**src/rtl/lhs_pkg.sv**
```systemverilog
// Shared constants, types and helpers for the letter histogram sorter.
package lhs_pkg;

	localparam int COUNT_BITS  = 24;
	localparam int COUNT_W     = 24;
	localparam int NUM_LETTERS = 26;
	localparam int IDX_W       = $clog2(NUM_LETTERS);

	localparam logic [7:0] CHAR_LA = 8'h61;
	localparam logic [7:0] CHAR_LZ = 8'h7A;
	localparam logic [7:0] CHAR_UA = 8'h41;
	localparam logic [7:0] CHAR_UZ = 8'h5A;
	localparam logic [7:0] CHAR_NL = 8'h0A;

	localparam logic CMD_COUNT  = 1'b0;
	localparam logic CMD_FINISH = 1'b1;

	localparam logic [1:0] ORD_ASC   = 2'd0;
	localparam logic [1:0] ORD_DESC  = 2'd1;
	localparam logic [1:0] ORD_TOTAL = 2'd2;

	typedef logic [COUNT_BITS-1:0] bin_t;
	typedef logic [IDX_W-1:0]      idx_t;

	localparam idx_t LAST_IDX  = IDX_W'(NUM_LETTERS - 1);
	localparam bin_t COUNT_MAX = '1;

	typedef struct packed {
		logic       command;
		logic [7:0] text_byte;
	} lhs_in_t;

	typedef struct packed {
		logic [1:0]         order;
		logic [4:0]         letter;
		logic [COUNT_W-1:0] count;
		logic               last;
	} lhs_out_t;

	typedef struct packed {
		logic desc;
		idx_t addr;
	} lhs_sidx_req_t;

	typedef struct packed {
		logic busy;
		logic done;
	} lhs_rank_stat_t;

	typedef enum logic [2:0] {
		ST_IDLE,
		ST_RANK,
		ST_IDX,
		ST_BIN,
		ST_OUT,
		ST_TOTAL
	} lhs_state_t;

	function automatic bin_t sat_inc(input bin_t v);
		return (v == COUNT_MAX) ? v : v + 1'b1;
	endfunction

endpackage

```
**src/rtl/lhs_bin_ram.sv**
```systemverilog
// Letter bin memory: two registered read ports, one write port, per-entry valid bits.
module lhs_bin_ram import lhs_pkg::*; (
	input  logic clk,
	input  logic arst_n,
	input  idx_t addr_a,
	input  idx_t addr_b,
	output bin_t rd_a,
	output bin_t rd_b,
	input  logic we,
	input  idx_t waddr,
	input  bin_t wdata,
	input  logic clear
);

	bin_t                   mem [NUM_LETTERS];
	logic [NUM_LETTERS-1:0] valid_q;
	bin_t                   mem_a_q;
	bin_t                   mem_b_q;
	logic                   ok_a_q;
	logic                   ok_b_q;

	always_ff @(posedge clk) begin
		if (we) begin
			mem[waddr] <= wdata;
		end
		mem_a_q <= mem[addr_a];
		mem_b_q <= mem[addr_b];
	end

	// entry not yet written since the last clear reads as zero
	always_ff @(posedge clk or negedge arst_n) begin
		if (!arst_n) begin
			valid_q <= '0;
			ok_a_q  <= 1'b0;
			ok_b_q  <= 1'b0;
		end else begin
			ok_a_q <= valid_q[addr_a];
			ok_b_q <= valid_q[addr_b];
			if (clear) begin
				valid_q <= '0;
			end else if (we) begin
				valid_q[waddr] <= 1'b1;
			end
		end
	end

	assign rd_a = ok_a_q ? mem_a_q : '0;
	assign rd_b = ok_b_q ? mem_b_q : '0;

endmodule

```
**src/rtl/lhs_rank.sv**
```systemverilog
// Rank engine: sweeps all bin pairs, writes ascending and descending order memories.
module lhs_rank import lhs_pkg::*; (
	input  logic           clk,
	input  logic           arst_n,
	input  logic           start,
	input  bin_t           rd_a,
	input  bin_t           rd_b,
	output idx_t           addr_a,
	output idx_t           addr_b,
	input  lhs_sidx_req_t  sidx_req,
	output idx_t           sidx_data,
	output lhs_rank_stat_t stat
);

	idx_t sidx_asc  [NUM_LETTERS];
	idx_t sidx_desc [NUM_LETTERS];

	logic run_q;
	idx_t i_q;
	idx_t j_q;
	logic valid_s1;
	idx_t i_s1;
	idx_t j_s1;
	idx_t pos_asc_q;
	idx_t pos_desc_q;
	idx_t pos_asc_d;
	idx_t pos_desc_d;
	idx_t asc_rd_q;
	idx_t desc_rd_q;
	logic desc_sel_q;
	logic tie;
	logic inc_asc;
	logic inc_desc;
	logic row_end;

	assign addr_a = i_q;
	assign addr_b = j_q;

	// rd_a holds bin i, rd_b bin j; ties go to the lower letter
	always_comb begin
		tie        = (rd_b == rd_a) && (j_s1 < i_s1);
		inc_asc    = (rd_b < rd_a) || tie;
		inc_desc   = (rd_b > rd_a) || tie;
		pos_asc_d  = pos_asc_q + idx_t'(inc_asc);
		pos_desc_d = pos_desc_q + idx_t'(inc_desc);
		row_end    = valid_s1 && (j_s1 == LAST_IDX);
	end

	always_ff @(posedge clk or negedge arst_n) begin
		if (!arst_n) begin
			run_q      <= 1'b0;
			i_q        <= '0;
			j_q        <= '0;
			valid_s1   <= 1'b0;
			pos_asc_q  <= '0;
			pos_desc_q <= '0;
		end else begin
			if (start) begin
				run_q <= 1'b1;
				i_q   <= '0;
				j_q   <= '0;
			end else if (run_q) begin
				if (j_q == LAST_IDX) begin
					j_q <= '0;
					if (i_q == LAST_IDX) begin
						run_q <= 1'b0;
					end else begin
						i_q <= i_q + 1'b1;
					end
				end else begin
					j_q <= j_q + 1'b1;
				end
			end
			valid_s1 <= run_q;
			if (row_end) begin
				pos_asc_q  <= '0;
				pos_desc_q <= '0;
			end else if (valid_s1) begin
				pos_asc_q  <= pos_asc_d;
				pos_desc_q <= pos_desc_d;
			end
		end
	end

	always_ff @(posedge clk) begin
		i_s1 <= i_q;
		j_s1 <= j_q;
		if (row_end) begin
			sidx_asc[pos_asc_d]   <= i_s1;
			sidx_desc[pos_desc_d] <= i_s1;
		end
		asc_rd_q   <= sidx_asc[sidx_req.addr];
		desc_rd_q  <= sidx_desc[sidx_req.addr];
		desc_sel_q <= sidx_req.desc;
	end

	assign sidx_data = desc_sel_q ? desc_rd_q : asc_rd_q;
	assign stat.busy = run_q || valid_s1;
	assign stat.done = row_end && (i_s1 == LAST_IDX);

endmodule

```
**src/rtl/letter_histogram_sort.sv**
```systemverilog
// Top level of the letter histogram sorter: count path, dump sequencer, output register.
//
// Usage
//   Input channel (item_valid / item_stall / item): each transfer carries a command
//   and a text byte. A count command adds the byte to the running total (newline
//   is dropped) and, for a letter of either case, bumps that letter's bin. Count
//   transfers are taken one per cycle while the block is idle; the bin update is
//   a read-modify-write on the bin RAM with forwarding from the previous write.
//   A finish command stalls the input for the whole dump. A ranking sweep compares
//   every bin against every other over the two RAM read ports. Then 53 results
//   leave on the result channel (result_valid / result_stall / result): 26
//   ascending, 26 descending, then the total with last set. Each list entry
//   passes through an order memory read, a bin read and an output load, and the
//   total is then loaded from the total register.
//   After the total is loaded the bins and the total read as zero again and the
//   input reopens, even while the total still waits in the output register.
//   A stalled result holds in the output register and the dump waits behind it.
//   Reset clears the bins (valid bits), the total and all control state at once:
//   no clearing pass is needed.
module letter_histogram_sort import lhs_pkg::*; (
	input  logic     clk,
	input  logic     arst_n,
	input  logic     item_valid,
	output logic     item_stall,
	input  lhs_in_t  item,
	output logic     result_valid,
	input  logic     result_stall,
	output lhs_out_t result
);

	lhs_state_t     state_q;
	lhs_state_t     state_d;
	logic           item_acc;
	logic           is_lower;
	logic           is_upper;
	idx_t           byte_idx;

	// count pipeline
	logic           cnt_valid_s1;
	idx_t           cnt_idx_s1;
	logic           fwd_valid_q;
	idx_t           fwd_idx_q;
	bin_t           fwd_data_q;
	bin_t           cnt_old;
	bin_t           cnt_new;
	bin_t           total_q;

	// bin RAM ports
	idx_t           addr_a;
	idx_t           addr_b;
	bin_t           rd_a;
	bin_t           rd_b;
	logic           clear_bins;

	// rank engine and dump sequencing
	logic           rank_start;
	idx_t           rank_addr_a;
	lhs_rank_stat_t rank_stat;
	lhs_sidx_req_t  sidx_req;
	idx_t           sidx_data;
	idx_t           k_q;
	logic           list_q;
	idx_t           letter_q;

	// output register
	logic           out_valid_q;
	lhs_out_t       out_q;
	logic           out_free;
	logic           out_load_entry;
	logic           out_load_total;

	assign item_acc     = item_valid && !item_stall;
	assign out_free     = !out_valid_q || !result_stall;
	assign result_valid = out_valid_q;
	assign result       = out_q;
	assign clear_bins   = out_load_total;
	assign sidx_req     = '{desc: list_q, addr: k_q};

	always_comb begin
		is_lower = item.text_byte inside {[CHAR_LA:CHAR_LZ]};
		is_upper = item.text_byte inside {[CHAR_UA:CHAR_UZ]};
		if (is_lower) begin
			byte_idx = IDX_W'(item.text_byte - CHAR_LA);
		end else if (is_upper) begin
			byte_idx = IDX_W'(item.text_byte - CHAR_UA);
		end else begin
			byte_idx = '0;
		end
	end

	// forward the last write: the RAM read taken at the same edge saw the old value
	always_comb begin
		cnt_old = (fwd_valid_q && (fwd_idx_q == cnt_idx_s1)) ? fwd_data_q : rd_a;
		cnt_new = sat_inc(cnt_old);
	end

	lhs_bin_ram u_bin_ram (
		.clk    (clk),
		.arst_n (arst_n),
		.addr_a (addr_a),
		.addr_b (addr_b),
		.rd_a   (rd_a),
		.rd_b   (rd_b),
		.we     (cnt_valid_s1),
		.waddr  (cnt_idx_s1),
		.wdata  (cnt_new),
		.clear  (clear_bins)
	);

	lhs_rank u_rank (
		.clk       (clk),
		.arst_n    (arst_n),
		.start     (rank_start),
		.rd_a      (rd_a),
		.rd_b      (rd_b),
		.addr_a    (rank_addr_a),
		.addr_b    (addr_b),
		.sidx_req  (sidx_req),
		.sidx_data (sidx_data),
		.stat      (rank_stat)
	);

	always_ff @(posedge clk or negedge arst_n) begin
		if (!arst_n) begin
			state_q <= ST_IDLE;
		end else begin
			state_q <= state_d;
		end
	end

	// port A serves the count path when idle, the ranker, then the dump reads
	always_comb begin
		state_d        = state_q;
		item_stall     = 1'b1;
		rank_start     = 1'b0;
		out_load_entry = 1'b0;
		out_load_total = 1'b0;
		addr_a         = letter_q;
		case (state_q)
			ST_IDLE: begin
				item_stall = 1'b0;
				addr_a     = byte_idx;
				if (item_valid && item.command == CMD_FINISH) begin
					rank_start = 1'b1;
					state_d    = ST_RANK;
				end
			end
			ST_RANK: begin
				addr_a = rank_addr_a;
				if (rank_stat.done) begin
					state_d = ST_IDX;
				end
			end
			ST_IDX: begin
				state_d = ST_BIN;
			end
			ST_BIN: begin
				addr_a  = sidx_data;
				state_d = ST_OUT;
			end
			ST_OUT: begin
				if (out_free) begin
					out_load_entry = 1'b1;
					if (k_q == LAST_IDX && list_q) begin
						state_d = ST_TOTAL;
					end else begin
						state_d = ST_IDX;
					end
				end
			end
			ST_TOTAL: begin
				if (out_free) begin
					out_load_total = 1'b1;
					state_d        = ST_IDLE;
				end
			end
			default: begin
				state_d = ST_IDLE;
			end
		endcase
	end

	always_ff @(posedge clk or negedge arst_n) begin
		if (!arst_n) begin
			cnt_valid_s1 <= 1'b0;
			fwd_valid_q  <= 1'b0;
			total_q      <= '0;
			k_q          <= '0;
			list_q       <= 1'b0;
			out_valid_q  <= 1'b0;
		end else begin
			cnt_valid_s1 <= item_acc && (item.command == CMD_COUNT) && (is_lower || is_upper);
			fwd_valid_q  <= cnt_valid_s1;
			if (out_load_total) begin
				total_q <= '0;
			end else if (item_acc && item.command == CMD_COUNT && item.text_byte != CHAR_NL) begin
				total_q <= sat_inc(total_q);
			end
			if (state_q == ST_RANK && rank_stat.done) begin
				k_q    <= '0;
				list_q <= 1'b0;
			end else if (out_load_entry) begin
				if (k_q == LAST_IDX) begin
					k_q    <= '0;
					list_q <= 1'b1;
				end else begin
					k_q <= k_q + 1'b1;
				end
			end
			if (out_load_entry || out_load_total) begin
				out_valid_q <= 1'b1;
			end else if (!result_stall) begin
				out_valid_q <= 1'b0;
			end
		end
	end

	always_ff @(posedge clk) begin
		cnt_idx_s1 <= byte_idx;
		fwd_idx_q  <= cnt_idx_s1;
		fwd_data_q <= cnt_new;
		if (state_q == ST_BIN) begin
			letter_q <= sidx_data;
		end
		if (out_load_entry) begin
			out_q.order  <= list_q ? ORD_DESC : ORD_ASC;
			out_q.letter <= 5'(letter_q);
			out_q.count  <= COUNT_W'(rd_a);
			out_q.last   <= 1'b0;
		end else if (out_load_total) begin
			out_q.order  <= ORD_TOTAL;
			out_q.letter <= '0;
			out_q.count  <= COUNT_W'(total_q);
			out_q.last   <= 1'b1;
		end
	end

	// a bin write belongs to a byte taken while idle
	a_write_from_idle: assert property (@(posedge clk) disable iff (!arst_n)
		cnt_valid_s1 |-> $past(state_q) == ST_IDLE)
		else $error("bin write without a preceding idle count transfer");

	// the input stays closed while the ranker runs
	a_no_input_in_rank: assert property (@(posedge clk) disable iff (!arst_n)
		rank_stat.busy |-> item_stall)
		else $error("input open during ranking");

	// the ranker finishes only inside the ranking state
	a_done_in_rank: assert property (@(posedge clk) disable iff (!arst_n)
		rank_stat.done |-> state_q == ST_RANK)
		else $error("rank done outside ranking");

	// a fresh result never replaces one still waiting
	a_no_overwrite: assert property (@(posedge clk) disable iff (!arst_n)
		(out_load_entry || out_load_total) |-> (!out_valid_q || !result_stall))
		else $error("output register overwritten under stall");

endmodule
```
**config.mk**
```make
export PLATFORM = sky130hd
export DESIGN_NAME = letter_histogram_sort
export DESIGN_NICKNAME = d
export VERILOG_FILES = /design/src/rtl/lhs_pkg.sv /design/src/rtl/lhs_bin_ram.sv /design/src/rtl/lhs_rank.sv /design/src/rtl/letter_histogram_sort.sv
export SDC_FILE = /design/constraint.sdc
export NUM_CORES = 2
export LEC_CHECK = 0
export ABC_AREA = 1
export BUFFER_PORTS_ARGS = -buffer_cell sky130_fd_sc_hd__buf_2
export CAP_MARGIN = 5
export CELL_PAD_IN_SITES_DETAIL_PLACEMENT = 1
export CELL_PAD_IN_SITES_GLOBAL_PLACEMENT = 2
export CORE_MARGIN = 2
export CORE_UTILIZATION = 30
export CTS_CLUSTER_DIAMETER = 30
export DETAILED_ROUTE_END_ITERATION = 8
export PLACE_DENSITY = 0.57
export SYNTH_ARGS = -nofsm -noshare
export SYNTH_HDL_FRONTEND = slang
export SYNTH_SLANG_ARGS = --single-unit
```
**constraint.sdc**
```tcl
create_clock -name clk -period 6.1 [get_ports clk]
set_input_delay 1.22 -clock clk [delete_from_list [all_inputs] [get_ports clk]]
set_output_delay 1.22 -clock clk [all_outputs]
set_load 0.02 [all_outputs]
```
==> metrics.cfg <==
[worst_setup_path]
startpoint = u_bin_ram.ok_a_q
worstPathArrival_ps = 5290
worstPathRequired_ps = 6620
r2r_start = u_bin_ram.ok_a_q
end_kind = flip-flop
path_max_fanout = 24
start_kind = flip-flop
critPathKind = reg2reg

[finish]
regArea_mm2 = 0.0319
final_nets = 5976
drive_above_1_share_pct = 12.2
nFillCells = 19800
multiInputGateArea_mm2 = 0.0178
fin_util_pct = 38.2
area_growth_pct = 26.2

[route]
drt-total-wl_um = 236000
drtIter0Drc = 3172
firstDrtPassIters = 6
routedWlPerCell_um = 27.6
vias_per_cell = 5.25
drtAntennaViolNets = 0
num_vias = 44700
route.detailed.drc = 0

[yosys]
syn_avg_cell_area_um2 = 9.25
syn_area_mm2 = 0.0534
synthFlopType = edfxtp_1
ys_seq_area_share_pct = 59.7
ys_types = 50
synth.area.top_cells = edfxtp_1 52%, nand3_1 8.3%, nand2_1 5.6%
ys_seq_elements = 1110
synth-edff-count = 920
syn_nets = 5827
synth_top_area_share_pct = 51.8
synthCells = 5771
synth_top_area_cell = edfxtp_1
async_flop_share_pct = 7.75
synth_warnings = 0

[power_and_ir_drop]
p_leak_uw = 0.0270
netSwitchingFraction_pct = 23.9
pwr-share-comb_pct = 6.4
p_int_uw = 20600
power.density_mw_per_mm2 = 401
ir_drop_mv = 0.280
clockPowerShare_pct = 61.2
pwr-share-seq_pct = 32.3
switching_power_uw = 6450

[flow_run]
maxCapViolCount = 0

[sta]
hold_viol_final = 0
fin_crit_sh_pct = 78.2
setup_viol = 0
max_clock_freq_mhz = 210
setup_tns_ps = 0
rsz0062_at_grt = false
max_slew_margin_pct = 23.3
fin_crit_ps = 4770
maxSlewViolCount = 0
hold_ws_ps = 343
max_slew.worst_pin.slew_ps = 1150
finClkSkew_ps = 65.1

[floorplan]
boundaryPins = 47
chipWidth_um = 426
fp.dieArea_mm2 = 0.181
start_util_pct = 30.2
core-area_mm2 = 0.176
rows = 154
dieHeight_um = 426

[worst_hold_path]
min_path_type = in2async

[grt]
grt_pass1_wl_um = 337000
antenna_found_initial = 18
grt_max_degree = 156
grt-ovfl-total = 0
grt_usage_pct = 25.8
grt_pass1_vias = 46300

[cts]
clock_sinks = 1110
cts_buffers = 344
cts.path.max_buffers = 4
ctsResizeCount = 0
htree_levels = 5
cts_hold_buf = 0
tritoncts = yes
clk_pin_slew_worst_paths_ps = 40
cts_setup_buffers = 0
clk_latency_ps = 920
root_buffer = clkbuf_16

[place]
hpwl_um = 136000
gp_congestion = 0.807
portBuffers = 46

[outcome]
status = finished clean

[power groups by stage]
stage               Combinational [uW]  Sequential (uW)  Clock, uW
global placement                  1740             8860          0
CTS                               1750             8740      16800
global route                      1910             8740      17200
detailed placement                1740             8860          0
finish                            1740             8740      16500
floorplan                          945             8750          0
[cell families after synthesis]
kind of cell | synth area share (%)
AND/OR/NAND/NOR | 20.7
flip-flops | 59.7
AO/OA/AOI/OAI | 10.7
buffers and inverters | 7.58
adder cells (fa/ha/maj) | 1.01
XOR/XNOR | 0.295
multiplexers | 0.0188
[layer usage]
layer / track usage (%) / share of wire (%) / vias up / wire length, um
met5: 0 / 0.011 / - / 27
met1: 36.0 / 47 / 22900 / 110000
met2: 41.1 / 46 / 1126 / 108000
li1: - / - / 20300 / -
met3: 3.77 / 4.5 / 428 / 10500
met4: 8.32 / 3.0 / 4 / 7030
[through the flow]
step	area (um2)	std cells	worst slack (ps)	power, uW
after detailed placement	56500	7914	1280	10600
after global routing	67400	8528	905	27800
after CTS	67400	8528	1270	27300
after global placement	56500	7913	1300	10600
after floorplan	53400	5771	1110	9700
final	67400	8529	1330	27000
[cell usage after synthesis, types with 2 or more instances]
library cell / count
a211oi_1: 4
a21oi_1: 263
a21oi_2: 3
a221oi_1: 2
buf_1: 59
buf_2: 63
buf_6: 5
clkbuf_1: 234
clkinv_1: 3
dfrtp_1: 86
dfxtp_1: 104
edfxtp_1: 920
ha_1: 43
inv_1: 669
inv_2: 14
nand2_1: 795
nand2_2: 2
nand3_1: 888
nand3_2: 6
nand3_4: 2
nand3b_1: 64
nand4_1: 57
nor2_1: 615
nor2_2: 12
nor2_4: 3
nor3_1: 37
nor3b_1: 2
nor4_1: 5
o211ai_1: 27
o21a_1: 5
o21ai_0: 581
o21ai_1: 28
o21bai_1: 2
o221ai_1: 28
o22ai_1: 108
or2_2: 2
xor2_1: 17
[registers in the layout (all words and copies together) (netlist names), 26 cells and up]
register	cells
result	32
u_bin_ram.mem	624
u_bin_ram.valid_q	26
u_rank.sidx_asc	130
u_rank.sidx_desc	130
[cell usage in the layout, fill, tap and decap left out, types with 27 or more instances in the layout]
cell / count
edfxtp_1: 920
buf_4: 103
clkbuf_1: 69
clkinv_2: 69
clkbuf_16: 350
nand3b_1: 64
dfxtp_1: 99
buf_2: 45
nand4_1: 57
o221ai_1: 28
a21oi_1: 263
nor2_1: 586
ha_1: 43
nand2_1: 791
o211ai_1: 27
dfrtp_1: 81
nand3_1: 885
clkinv_1: 58
nor2_4: 32
o22ai_1: 108
nor3_1: 36
o21ai_0: 581
inv_1: 665
[critical path, stage by stage, from the launching register on]
cell and delay, ps:
dfrtp_1 890, nand2_1 230, ha_1 400, nand4_1 130, nor3_1 260, nand2_1 90, inv_1 80, nand4_1 240
nor2_1 170, nand2_1 80, nand2_1 160, ha_1 210, ha_1 190, nand3_1 100, xor2_1 390, nand3_1 350
nor2_1 430
[cell type report]
| type | instances | area share, % |
|---|---|---|
| Timing Repair Buffer | 164 | 1.96 |
| Clock buffer | 441 | 13.8 |
| Inverter | 686 | 3.85 |
| Antenna cell | 1 | 0.00371 |
| Sequential cell | 1110 | 47.3 |
| Tap cell | 2340 | 4.35 |
| Clock inverter | 173 | 2.29 |
| Multi-Input combinational cell | 3614 | 26.4 |
[path summary, 6_finish.rpt]
check	endpoint	slack, ps	cells past startpoint
worst min register to register	u_rank.desc_sel_q	350	0
max in group asynchronous	u_rank.addr_b[2]	4510	2
worst max register to register	u_rank.sidx_asc[12][3]	1330	16
worst min-delay path	k_q[2]	340	1
min in group clk	u_rank.desc_sel_q	350	0
worst max-delay path	u_rank.sidx_asc[12][3]	1330	16
No activity file was read; power rests on OpenSTA's default activity.
